--- src/hdl/assert_macros.svh ---
// Assertion macros shared by the converter RTL.
// No dependencies; included by modules that carry assertions.
`ifndef ASSERT_MACROS_SVH
`define ASSERT_MACROS_SVH

// Same-cycle implication, disabled during reset.
`define NFC_ASSERT_SAME(lbl, clk, rst_n, ante, cons, msg) \
    lbl: assert property (@(posedge clk) disable iff (!(rst_n)) (ante) |-> (cons)) \
        else $error(msg);

// Next-cycle implication, disabled during reset.
`define NFC_ASSERT_NEXT(lbl, clk, rst_n, ante, cons, msg) \
    lbl: assert property (@(posedge clk) disable iff (!(rst_n)) (ante) |=> (cons)) \
        else $error(msg);

`endif

--- src/hdl/nfc_pkg.sv ---
// Package for the narrow float converter: operation codes, format constants
// and the input beat type. No dependencies.
package nfc_pkg;

    localparam logic [1:0] FUNC_BF16_TO_F32 = 2'd0;
    localparam logic [1:0] FUNC_F16_TO_F32  = 2'd1;
    localparam logic [1:0] FUNC_F32_TO_BF16 = 2'd2;
    localparam logic [1:0] FUNC_F32_TO_F16  = 2'd3;

    localparam logic [30:0] F32_INF_MAG  = 31'h7F800000;
    localparam logic [30:0] F16_OVF_AT   = 31'h477FF000;
    localparam logic [30:0] F16_UNF_AT   = 31'h33000000;
    localparam logic [14:0] F16_INF      = 15'h7C00;
    localparam logic [14:0] F16_QNAN_BIT = 15'h0200;
    localparam logic [7:0]  BIAS_DIFF    = 8'd112;
    localparam logic [7:0]  SUBN_EXP_TOP = 8'd113;
    localparam logic [7:0]  SUBN_SHIFT_K = 8'd126;
    localparam logic [4:0]  NORM_SHIFT   = 5'd13;

    typedef struct packed {
        logic [1:0]  func;
        logic [15:0] narrow_value;
        logic [31:0] wide_value;
    } beat_t;

endpackage

--- src/hdl/nfc_widen.sv ---
// Widening to binary32 from bfloat16 or binary16.
// Depends on nfc_pkg.
module nfc_widen (
    input  logic        is_half,
    input  logic [15:0] narrow_value,
    output logic [31:0] result_bits
);

    logic        sign;
    logic [4:0]  exp_h;
    logic [9:0]  mant_h;
    logic [3:0]  lead_pos;
    logic [3:0]  norm_shift;
    logic [10:0] norm;
    logic [31:0] half_bits;

    assign sign   = narrow_value[15];
    assign exp_h  = narrow_value[14:10];
    assign mant_h = narrow_value[9:0];

    always_comb begin
        lead_pos = 4'd0;
        for (int i = 0; i < 10; i++) begin
            if (mant_h[i]) begin
                lead_pos = 4'(i);
            end
        end
    end

    // shift that brings the leading one to bit 10
    assign norm_shift = 4'd10 - lead_pos;
    assign norm       = {1'b0, mant_h} << norm_shift;

    always_comb begin
        if (exp_h == 5'h1F) begin
            half_bits = {sign, 8'hFF, mant_h, 13'd0};
        end else if (exp_h != 5'd0) begin
            half_bits = {sign, {3'd0, exp_h} + nfc_pkg::BIAS_DIFF, mant_h, 13'd0};
        end else if (mant_h == 10'd0) begin
            half_bits = {sign, 31'd0};
        end else begin
            half_bits = {sign, nfc_pkg::SUBN_EXP_TOP - {4'd0, norm_shift},
                         norm[9:0], 13'd0};
        end
    end

    assign result_bits = is_half ? half_bits : {narrow_value, 16'd0};

endmodule

--- src/hdl/nfc_narrow.sv ---
// Narrowing from binary32 to bfloat16 or binary16, round to nearest even.
// Depends on nfc_pkg.
module nfc_narrow (
    input  logic        is_half,
    input  logic [31:0] wide_value,
    output logic [31:0] result_bits
);

    logic        sign;
    logic [30:0] mag;
    logic [15:0] hi;
    logic [15:0] lo;
    logic        keep_nan;
    logic        bf_up;
    logic [15:0] bf_bits;

    logic [7:0]  exp_f;
    logic [23:0] mant;
    logic        is_norm;
    logic [4:0]  shift;
    logic [4:0]  guard_idx;
    logic [23:0] sticky_mask;
    logic        guard;
    logic        sticky;
    logic [15:0] h_trunc;
    logic        h_up;
    logic [15:0] h_round;
    logic [15:0] half_bits;

    assign sign = wide_value[31];
    assign mag  = wide_value[30:0];
    assign hi   = wide_value[31:16];
    assign lo   = wide_value[15:0];

    // bfloat16
    assign keep_nan = (wide_value[22:0] != 23'd0) && (hi[6:0] == 7'd0);
    assign bf_up    = (lo > 16'h8000) || ((lo == 16'h8000) && hi[0]);
    always_comb begin
        if (wide_value[30:23] == 8'hFF) begin
            bf_bits = hi | {15'd0, keep_nan};
        end else begin
            bf_bits = hi + {15'd0, bf_up};
        end
    end

    // binary16
    assign exp_f       = mag[30:23];
    assign mant        = {1'b1, mag[22:0]};
    assign is_norm     = exp_f >= nfc_pkg::SUBN_EXP_TOP;
    assign shift       = is_norm ? nfc_pkg::NORM_SHIFT : 5'(nfc_pkg::SUBN_SHIFT_K - exp_f);
    assign guard_idx   = shift - 5'd1;
    assign sticky_mask = (24'd1 << guard_idx) - 24'd1;
    assign guard       = mant[guard_idx];
    assign sticky      = (mant & sticky_mask) != 24'd0;

    always_comb begin
        if (is_norm) begin
            h_trunc = {1'b0, 5'(exp_f - nfc_pkg::BIAS_DIFF), mant[22:13]};
        end else begin
            h_trunc = 16'(mant >> shift);
        end
    end

    assign h_up    = guard && (sticky || h_trunc[0]);
    assign h_round = h_trunc + {15'd0, h_up};

    always_comb begin
        if (mag >= nfc_pkg::F32_INF_MAG) begin
            half_bits = {sign, nfc_pkg::F16_INF
                         | ((mag > nfc_pkg::F32_INF_MAG) ? nfc_pkg::F16_QNAN_BIT : 15'd0)};
        end else if (mag >= nfc_pkg::F16_OVF_AT) begin
            half_bits = {sign, nfc_pkg::F16_INF};
        end else if (mag <= nfc_pkg::F16_UNF_AT) begin
            half_bits = {sign, 15'd0};
        end else begin
            half_bits = {sign, h_round[14:0]};
        end
    end

    assign result_bits = {16'd0, is_half ? half_bits : bf_bits};

endmodule

--- src/hdl/narrow_float_converter.sv ---
// Usage: converts bit patterns between binary32, bfloat16 and binary16.
// Input channel s_*: one beat carries s_func (0 bf16->f32, 1 f16->f32,
// 2 f32->bf16, 3 f32->f16), s_narrow_value and s_wide_value.
// Result channel m_*: one beat carries m_result_bits; 16-bit results are
// zero-extended. Every input beat yields exactly one result beat, in order.
// An input beat accepted on s_* is registered, converted and registered again
// before it is presented on m_* (two register stages).
// Throughput: one beat per cycle unless m_ready stalls; the conversion is a
// single combinational pass between the input and the result registers.
// Stall: when m_ready is low with a result waiting, an empty input register
// still takes one more beat; then s_ready drops until the result drains.
// s_ready depends combinationally on m_ready.
// Reset (aresetn low, synchronous): both stages are emptied, m_valid low.
// Depends on nfc_pkg, nfc_widen, nfc_narrow and assert_macros.svh.
`include "assert_macros.svh"

module narrow_float_converter (
    input  logic        aclk,
    input  logic        aresetn,
    input  logic        s_valid,
    output logic        s_ready,
    input  logic [1:0]  s_func,
    input  logic [15:0] s_narrow_value,
    input  logic [31:0] s_wide_value,
    output logic        m_valid,
    input  logic        m_ready,
    output logic [31:0] m_result_bits
);

    nfc_pkg::beat_t in_beat_reg;
    logic           in_vld_reg;
    logic           out_vld_reg;
    logic [31:0]    out_bits_reg;
    logic           in_en;
    logic           out_en;
    logic [31:0]    widen_bits;
    logic [31:0]    narrow_bits;
    logic [31:0]    result_next;

    assign out_en  = !out_vld_reg || m_ready;
    assign in_en   = !in_vld_reg || out_en;
    assign s_ready = in_en;

    always_ff @(posedge aclk) begin
        if (!aresetn) begin
            in_vld_reg <= 1'b0;
        end else if (in_en) begin
            in_vld_reg <= s_valid;
        end
    end

    always_ff @(posedge aclk) begin
        if (in_en && s_valid) begin
            in_beat_reg.func         <= s_func;
            in_beat_reg.narrow_value <= s_narrow_value;
            in_beat_reg.wide_value   <= s_wide_value;
        end
    end

    nfc_widen u_widen (
        .is_half      (in_beat_reg.func == nfc_pkg::FUNC_F16_TO_F32),
        .narrow_value (in_beat_reg.narrow_value),
        .result_bits  (widen_bits)
    );

    nfc_narrow u_narrow (
        .is_half     (in_beat_reg.func == nfc_pkg::FUNC_F32_TO_F16),
        .wide_value  (in_beat_reg.wide_value),
        .result_bits (narrow_bits)
    );

    always_comb begin
        case (in_beat_reg.func)
            nfc_pkg::FUNC_BF16_TO_F32, nfc_pkg::FUNC_F16_TO_F32: begin
                result_next = widen_bits;
            end
            default: begin
                result_next = narrow_bits;
            end
        endcase
    end

    always_ff @(posedge aclk) begin
        if (!aresetn) begin
            out_vld_reg <= 1'b0;
        end else if (out_en) begin
            out_vld_reg <= in_vld_reg;
        end
    end

    always_ff @(posedge aclk) begin
        if (out_en && in_vld_reg) begin
            out_bits_reg <= result_next;
        end
    end

    assign m_valid       = out_vld_reg;
    assign m_result_bits = out_bits_reg;

    `NFC_ASSERT_SAME(a_ready_when_drained, aclk, aresetn, m_ready, s_ready, "s_ready low while m_ready high")
    `NFC_ASSERT_NEXT(a_accept_fills_input, aclk, aresetn, s_valid && s_ready, in_vld_reg, "accepted beat lost at input stage")
    `NFC_ASSERT_NEXT(a_advance_fills_output, aclk, aresetn, in_vld_reg && out_en, m_valid, "beat lost between stages")
    `NFC_ASSERT_NEXT(a_stalled_input_holds, aclk, aresetn, in_vld_reg && !out_en, in_vld_reg && $stable(in_beat_reg), "stalled input stage changed")

endmodule
--- config.mk ---
export PLATFORM = sky130hd
export DESIGN_NAME = narrow_float_converter
export DESIGN_NICKNAME = d
export VERILOG_FILES = /design/src/hdl/nfc_pkg.sv /design/src/hdl/nfc_widen.sv /design/src/hdl/nfc_narrow.sv /design/src/hdl/narrow_float_converter.sv
export VERILOG_INCLUDE_DIRS = /design/src /design/src/hdl
export SDC_FILE = /design/constraint.sdc
export NUM_CORES = 1
export LEC_CHECK = 0
export ABC_AREA = 0
export BUFFER_PORTS_ARGS = -buffer_cell sky130_fd_sc_hd__buf_2
export CAP_MARGIN = 15
export CELL_PAD_IN_SITES_DETAIL_PLACEMENT = 1
export CELL_PAD_IN_SITES_GLOBAL_PLACEMENT = 1
export CORE_MARGIN = 5
export CORE_UTILIZATION = 42
export DETAILED_ROUTE_END_ITERATION = 16
export PLACE_DENSITY_LB_ADDON = 0.25
export SLEW_MARGIN = 10
export SYNTH_ARGS = -nofsm -noshare
export SYNTH_HDL_FRONTEND = slang
export SYNTH_HIERARCHICAL = 1
export SYNTH_SLANG_ARGS = --single-unit
export TNS_END_PERCENT = 100
--- constraint.sdc ---
create_clock -name aclk -period 6.1 [get_ports aclk]
set_clock_uncertainty 0.15 [all_clocks]
set_input_delay 0 -clock aclk [delete_from_list [all_inputs] [get_ports aclk]]
set_output_delay 0 -clock aclk [all_outputs]
set_load 0.01 [all_outputs]
==> Yosys cells after proc, flatten, opt, wreduce, memory -nomap -nowiden <==
Cells that the tools add are included.
{ "op_classes": {"n_addsub": 9, "n_mul": 0, "n_div": 0, "magnitude_cmp": 7, "n_eq_ne": 5, "n_shift": 3, "mux": 24, "bitwise_logic": 2, "reduce_logical": 18} }
{ "op_table": {"columns": ["operator", "count"], "rows": [
  ["$mux 31", 4],
  ["$ge 31x31->1 const B", 2],
  ["$mux 15", 4],
  ["$mux 16", 3],
  ["$gt 31x31->1 const B", 1],
  ["$le 31x30->1 const B", 1],
  ["$and 24x24->24", 1],
  ["$reduce_bool 24->1", 1],
  ["$shl 1x5->24 const A", 1],
  ["$shr 24x5->15", 1],
  ["$sub 24x1->24 const B", 1],
  ["$reduce_bool 23->1", 1],
  ["$add 16x1->16", 1],
  ["$eq 16x16->1 const B", 1],
  ["$gt 16x16->1 const B", 1],
  ["$or 16x1->16", 1],
  ["$add 15x1->15", 1],
  ["$mux 3", 4],
  ["$logic_not 10->1", 1],
  ["$mux 10", 1],
  ["$shl 10x4->10", 1],
  ["$add 5x7->8 const B", 1],
  ["$eq 8x8->1 const B", 1],
  ["$ge 8x7->1 const B", 1],
  ["21 further kinds", 32]
]} }
{ "totals": {"reg_bits": 84, "latch_bits": 0, "ram_bits": 0, "rom_bits": 0, "inputBits": 54, "word_cells": 75, "memories": 0} }

==> Depth between registers and ports, before layout <==
{ "depth": {"word_depth": 16, "mapped_depth": 24, "depth_no_buf": 20} }

==> Cells and area by module <==
Netlist, hierarchy kept.
{ "modules_own_cells": {"columns": ["mod", "instances", "cells_per_inst", "area_each_um2"], "rows": [
  ["nfc_narrow", 1, 654, 4246.6],
  ["narrow_float_converter", 1, 129, 3090.5],
  ["nfc_widen", 1, 191, 1156.1]
]} }

==> Worst setup path before layout <==
No wires, ideal clock.
{ "synth_path": {"kind": "register to register", "start": "reg, netlist name in_beat_reg[23]", "end": "reg out_bits_reg[0], in the netlist m_result_bits[0], data pin", "setup_time_ps": 260, "arrival_time_ps": 5627, "setup_slack_ps": 63, "path_stages_with_launch": 24, "n_path_buf": 4, "path_cell_list": "edfxtp_1 -> buf_1 -> inv_1 -> ha_1 -> clkbuf_1 -> nor2_1 -> o21ai_1 -> buf_2 -> ha_1 -> nor4b_1 -> a31oi_1 -> xnor2_2 -> nor2_1 -> nand3_1 -> ha_1 -> clkbuf_1 -> o31ai_1 -> nand3b_1 -> nor4_2 -> mux2_1 -> a311oi_1 -> and4bb_1 -> o21ai_1 -> mux2_4"} }
{ "synth_via": {"elab_chain_cells": 15, "elab_cells_between_ends": 25, "cone_classes": "add/sub (4); order compare (4); eq/ne (1); shift (2); mux (10); bitwise (1); reduce/logical (3)"} }
{ "synth_lines": {"columns": ["item", "line_no", "rtl"], "rows": [
  ["$ge 8x7->1 / $sub 5x5->5 (equally long branches)", "nfc_narrow.sv:49, nfc_narrow.sv:50", null],
  ["$mux 5", "nfc_narrow.sv:50", "assign shift = is_norm ? nfc_pkg::NORM_SHIFT : 5'(nfc_pkg::SUBN_SHIFT_K - exp_f);"],
  ["$sub 5x1->5", "nfc_narrow.sv:51", "assign guard_idx = shift - 5'd1;"],
  ["$shl 1x5->24", "nfc_narrow.sv:52", "assign sticky_mask = (24'd1 << guard_idx) - 24'd1;"],
  ["$sub 24x1->24", "nfc_narrow.sv:52", null],
  ["$and 24x24->24", "nfc_narrow.sv:54", "assign sticky = (mant & sticky_mask) != 24'd0;"],
  ["$reduce_bool 24->1", "nfc_narrow.sv:54", null],
  ["$logic_or 1x1->1", "nfc_narrow.sv:64", "assign h_up = guard && (sticky || h_trunc[0]);"],
  ["$logic_and 1x1->1", "nfc_narrow.sv:64", null],
  ["$add 15x1->15", "nfc_narrow.sv:65", "assign h_round = h_trunc + {15'd0, h_up};"],
  ["$mux 15", "nfc_narrow.sv:73", "end else if (mag <= nfc_pkg::F16_UNF_AT) begin"],
  ["$mux 15", "nfc_narrow.sv:71", "end else if (mag >= nfc_pkg::F16_OVF_AT) begin"],
  ["$mux 15", "nfc_narrow.sv:68", "if (mag >= nfc_pkg::F32_INF_MAG) begin"],
  ["$mux 16 *", "nfc_narrow.sv:80", "assign result_bits = {16'd0, is_half ? half_bits : bf_bits};"],
  ["net narrow_bits[0]", "narrow_float_converter.sv:37", "logic [31:0] narrow_bits;"],
  ["$mux 16 *", "narrow_float_converter.sv:73", "case (in_beat_reg.func)"],
  ["net result_next[0]", "narrow_float_converter.sv:38", "logic [31:0] result_next;"],
  ["end signal: assignment", "narrow_float_converter.sv:93", "out_bits_reg <= result_next;"],
  ["end: declaration", "narrow_float_converter.sv:33", "logic [31:0] out_bits_reg;"]
]} }
The timed path passes the listed nets; every way through them passes the cells marked *. The select of a mux whose other input is x is not followed.
A chain may end at the register's enable or synchronous reset.

==> Worst setup path in the final report <==
{ "layout_path": {"start": "reg, netlist name in_beat_reg[24]", "end": "reg out_bits_reg[0], in the netlist m_result_bits[0], data pin"} }
{ "layout_via": {"elab_chain_cells": 15, "elab_cells_between_ends": 25, "cone_classes": "add/sub (4); order compare (4); eq/ne (1); shift (2); mux (10); bitwise (1); reduce/logical (3)"} }
{ "layout_lines": {"columns": ["item", "line_no"], "rows": [
  ["$ge 8x7->1 / $sub 5x5->5 (equally long branches)", "nfc_narrow.sv:49, nfc_narrow.sv:50"],
  ["$mux 5", "nfc_narrow.sv:50"],
  ["$sub 5x1->5", "nfc_narrow.sv:51"],
  ["$shl 1x5->24", "nfc_narrow.sv:52"],
  ["$sub 24x1->24", "nfc_narrow.sv:52"],
  ["$and 24x24->24", "nfc_narrow.sv:54"],
  ["$reduce_bool 24->1", "nfc_narrow.sv:54"],
  ["$logic_or 1x1->1", "nfc_narrow.sv:64"],
  ["$logic_and 1x1->1", "nfc_narrow.sv:64"],
  ["$add 15x1->15", "nfc_narrow.sv:65"],
  ["$mux 15", "nfc_narrow.sv:73"],
  ["$mux 15", "nfc_narrow.sv:71"],
  ["$mux 15", "nfc_narrow.sv:68"],
  ["$mux 16 *", "nfc_narrow.sv:80"],
  ["net narrow_bits[0]", "narrow_float_converter.sv:37"],
  ["$mux 16 *", "narrow_float_converter.sv:73"],
  ["net result_next[0]", "narrow_float_converter.sv:38"]
]} }
Marks and branches as above.

==> impl_results.md <==
* Status: finished clean
* Top delay family on crit path: simple AND/OR/NAND/NOR gates
* Cells after Synth at 974
* Antenna violation net count after detailed routing at 0
* Yosys top cell area share at between 20 and 30%
* EDFF count, synth at around 80
* Critical path's slowest cell: edfxtp_1
* First-pass GRT wire length at about 49000 um
* WL final at about 32000 um
* Die H at around 150 um
* Final setup TNS at 0 ns
* Initial DRC Count at about 930
* Number of global-route vias before repair at ~8600
* CTS root buf: clkbuf_16
* Ys Warns at 6
* IO Count at 88
* N_diodes at 0
* Max cap viols at 0
* Top_reg_cell synth: edfxtp_1
* # setup viols final at 0
* XOR/XNOR Fraction of Synth Area at under 10%
* Initial Util at a little over two fifths
* H-tree levels at 3
* Crit end category: register
* Fin. Hold Viols at 0
* Sequential-to-total area share from yosys stat at between 20% and 30%
* Synth unique cells at 100
* Pleak at roughly 3.8 nW
* Clk Latency, worst-skew pair at between 0.3 and 0.4 ns
* Synth top cells by count: nor2_1 (87), edfxtp_1 (82), nand2_1 (82), a21oi_1 (56), nand3_1 (52)
* Worst-path clk slew at 0.07 ns
* Number of remaining DRC errors at 0
* Total power per unit cell area at 199.6 mW/mm2
* Ys async rst share at 0%
* Layout net count at between 1000 and 1500
* Fillers at 2372
* Largest register FFs at 50
* Clock tree buffer depth at 2
* Max Slew Vio Count at 0
* Post CTS Setup Buffer Count at 0
* Multiplexer share of the synthesized area at a little over a tenth
* Synth Area in Compound Gates at roughly a quarter
* Post-layout min period at 5.682 ns
* TritonCTS clock tree: done
* Rel. slew slack at between 10% and 20%
* Most frequent cell after synthesis: nor2_1
* Layout cells sized above 1 at 20.04%
* Max Clk Rate at about 0.18 GHz
* Clk sink count at 84
* Crit path cell chain: inv_1, ha_1, or4b_4, a21boi_4, ha_1, buf_4, a31oi_1, xnor2_2, nor2_1, nand3_1, ha_2, o31ai_1, nand3b_1, nor4_2, mux2_1, a311oi_1, and4bb_1, o21ai_1, mux2_4
* Final period util at ~93%
* WL/cell at around 23 um
* Die ar. at between 0.02 and 0.025 mm2
* CP bufs+invs at 2
* Worst-Margin Slew at 1.253 ns
* CP peak stage delay at between 0.5 and 0.6 ns
* Gr ovfl total at 0
* Adder-cell share of the synthesized area at just over 2%
* Drt first pass iters at 5
* Simple-gate portion of the synthesized area at about a fifth
* Worst min path class: input pin to register
* Yosys top cell by area: edfxtp_1
* Routed via count at 8570
* Post-DP HPWL at between 20000 and 25000 um
* Layout area overhead at 16.10%
* Port Buf Inserts at between 80 and 90
* Vias per inst at between 6 and 7
* Routability cong. at ~0.98
* Top post-synthesis cells by area: edfxtp_1 (29%), mux2_4 (4.9%), mux2i_1 (4.6%)
* Crit Path Category: register to register
* Critical Path Source Type: register
* Floorplan core area at between 0.02 and 0.025 mm2
* Largest family of logic cells by synthesized area: compound AO/OA/AOI/OAI gates
* RSZ-0062 raised after global routing: false
* Peak VDD IR at around 0.18 mV
* Mapped Area at around 0.0085 mm2
* Non-filler cells, final at between 1000 and 1500
* WP data required at about 6.1 ns
* Largest net degree at the start of global routing at 34
* Die X at ~150 um
* Synth Area per Inst at about 8.7 um2
* Antenna violations before repair at 0
* Row count at 52
* Placed cells at ~1300
* WP data arrival at between 5 and 6 ns
* Yosys reg bits at 84
* Crit path top cell by count: ha_1
* Critical-path maximum fanout at 13
* CTS buffer count at 9
* GRT Total Usage at approximately a quarter
worst register-to-register path: cells and delay by family, from the launching register on:
kind                       cells  cell delay (ns)
xor gates and xnor gates       1             0.20
muxes                          2             0.61
and+or+nand+nor                6             1.79
DFF                            1             0.52
adders and majority gates      3             0.77
buffers and inverters          2             0.35
AOI/OAI and AO/OA              5             1.05
path summary, 6_finish.rpt:
path	start	end	slack [ns]	cells after the start
setup / recovery	in_beat_reg[24]$_DFFE_PP_	m_result_bits[0]$_DFFE_PP_	0.42	19
hold / removal	s_narrow_value[7]	in_beat_reg[39]$_DFFE_PP_	0.20	2
setup reg to reg	in_beat_reg[24]$_DFFE_PP_	m_result_bits[0]$_DFFE_PP_	0.42	19
hold reg to reg	in_beat_reg[47]$_DFFE_PP_	m_result_bits[31]$_DFFE_PP_	0.41	1
repair_timing:
action | 4_1_cts | 5_1_grt
setup endpoints to repair | 0 | 1
resized for setup | 0 | 1
hold buffers | 54 | 0
endpoints found under the hold margin | 52 | 0
routing by layer:
metal | part of all wire [%] | GRT usage, %
met4 | 3.2 | 8.476
met5 | 0 | 0
met1 | 43 | 35.94
met3 | 7.9 | 6.049
met2 | 46 | 41.85
final cells by class:
| class | count | area [um2] | area share (%) |
|---|---|---|---|
| multi-input cells | 790 | 5423 | 54.99 |
| inverters | 17 | 63.81 | 0.6471 |
| clock inverters | 7 | 70.07 | 0.7106 |
| flip-flops and latches | 84 | 2502 | 25.38 |
| repair buffers | 176 | 1239 | 12.56 |
| clock buffers | 9 | 225.2 | 2.284 |
| well taps | 270 | 337.8 | 3.426 |
cell families after synthesis:
| kind of cell | after synthesis |
|---|---|
| other | 2 |
| XOR/XNOR | 40 |
| AO/OA/AOI/OAI | 290 |
| buffers and inverters | 127 |
| adder cells (fa/ha/maj) | 14 |
| AND/OR/NAND/NOR | 343 |
| multiplexers | 74 |
| flip-flops | 84 |
power by group:
group          internal (mW)  total, mW  switching [mW]
Sequential             0.675      0.735          0.0592
Combinational          0.266      0.673           0.406
Clock                  0.287      0.561           0.274
Total                   1.23       1.97           0.739
layout by cell type, fill, tap and decap left out, types with 11 or more instances in the layout:
cell	instances
dlygate4sd3_1	54
a21oi_1	55
a31oi_1	17
o22ai_1	19
buf_2	87
edfxtp_1	82
nor2_1	87
nor3_1	27
nand2_1	82
xnor2_1	20
nand2b_1	12
mux2_4	28
a211oi_1	17
buf_4	35
mux2i_1	39
o21ai_1	18
o31ai_1	11
conb_1	29
o21ai_0	35
o211ai_1	17
ha_1	13
nand3_1	52
inv_1	15
xor2_1	14
stage by stage:
stage	hold slack (ns)	utilization (%)	power [mW]	instance area, um2	setup WS, ns
6_report	0.1970	49.05	1.968	9861	0.4183
4_1_cts	0.1829	49.04	1.965	9858	0.3714
3_5_place_dp	0.02829	44.88	1.373	9022	0.4122
2_1_floorplan	-0.05113	-	1.188	8594	0.06280
3_3_place_gp	0.02609	44.88	1.364	9022	0.5570
5_1_grt	0.1895	49.05	2.062	9861	0.04919
Note: power is estimated with default switching activity, not from simulation.
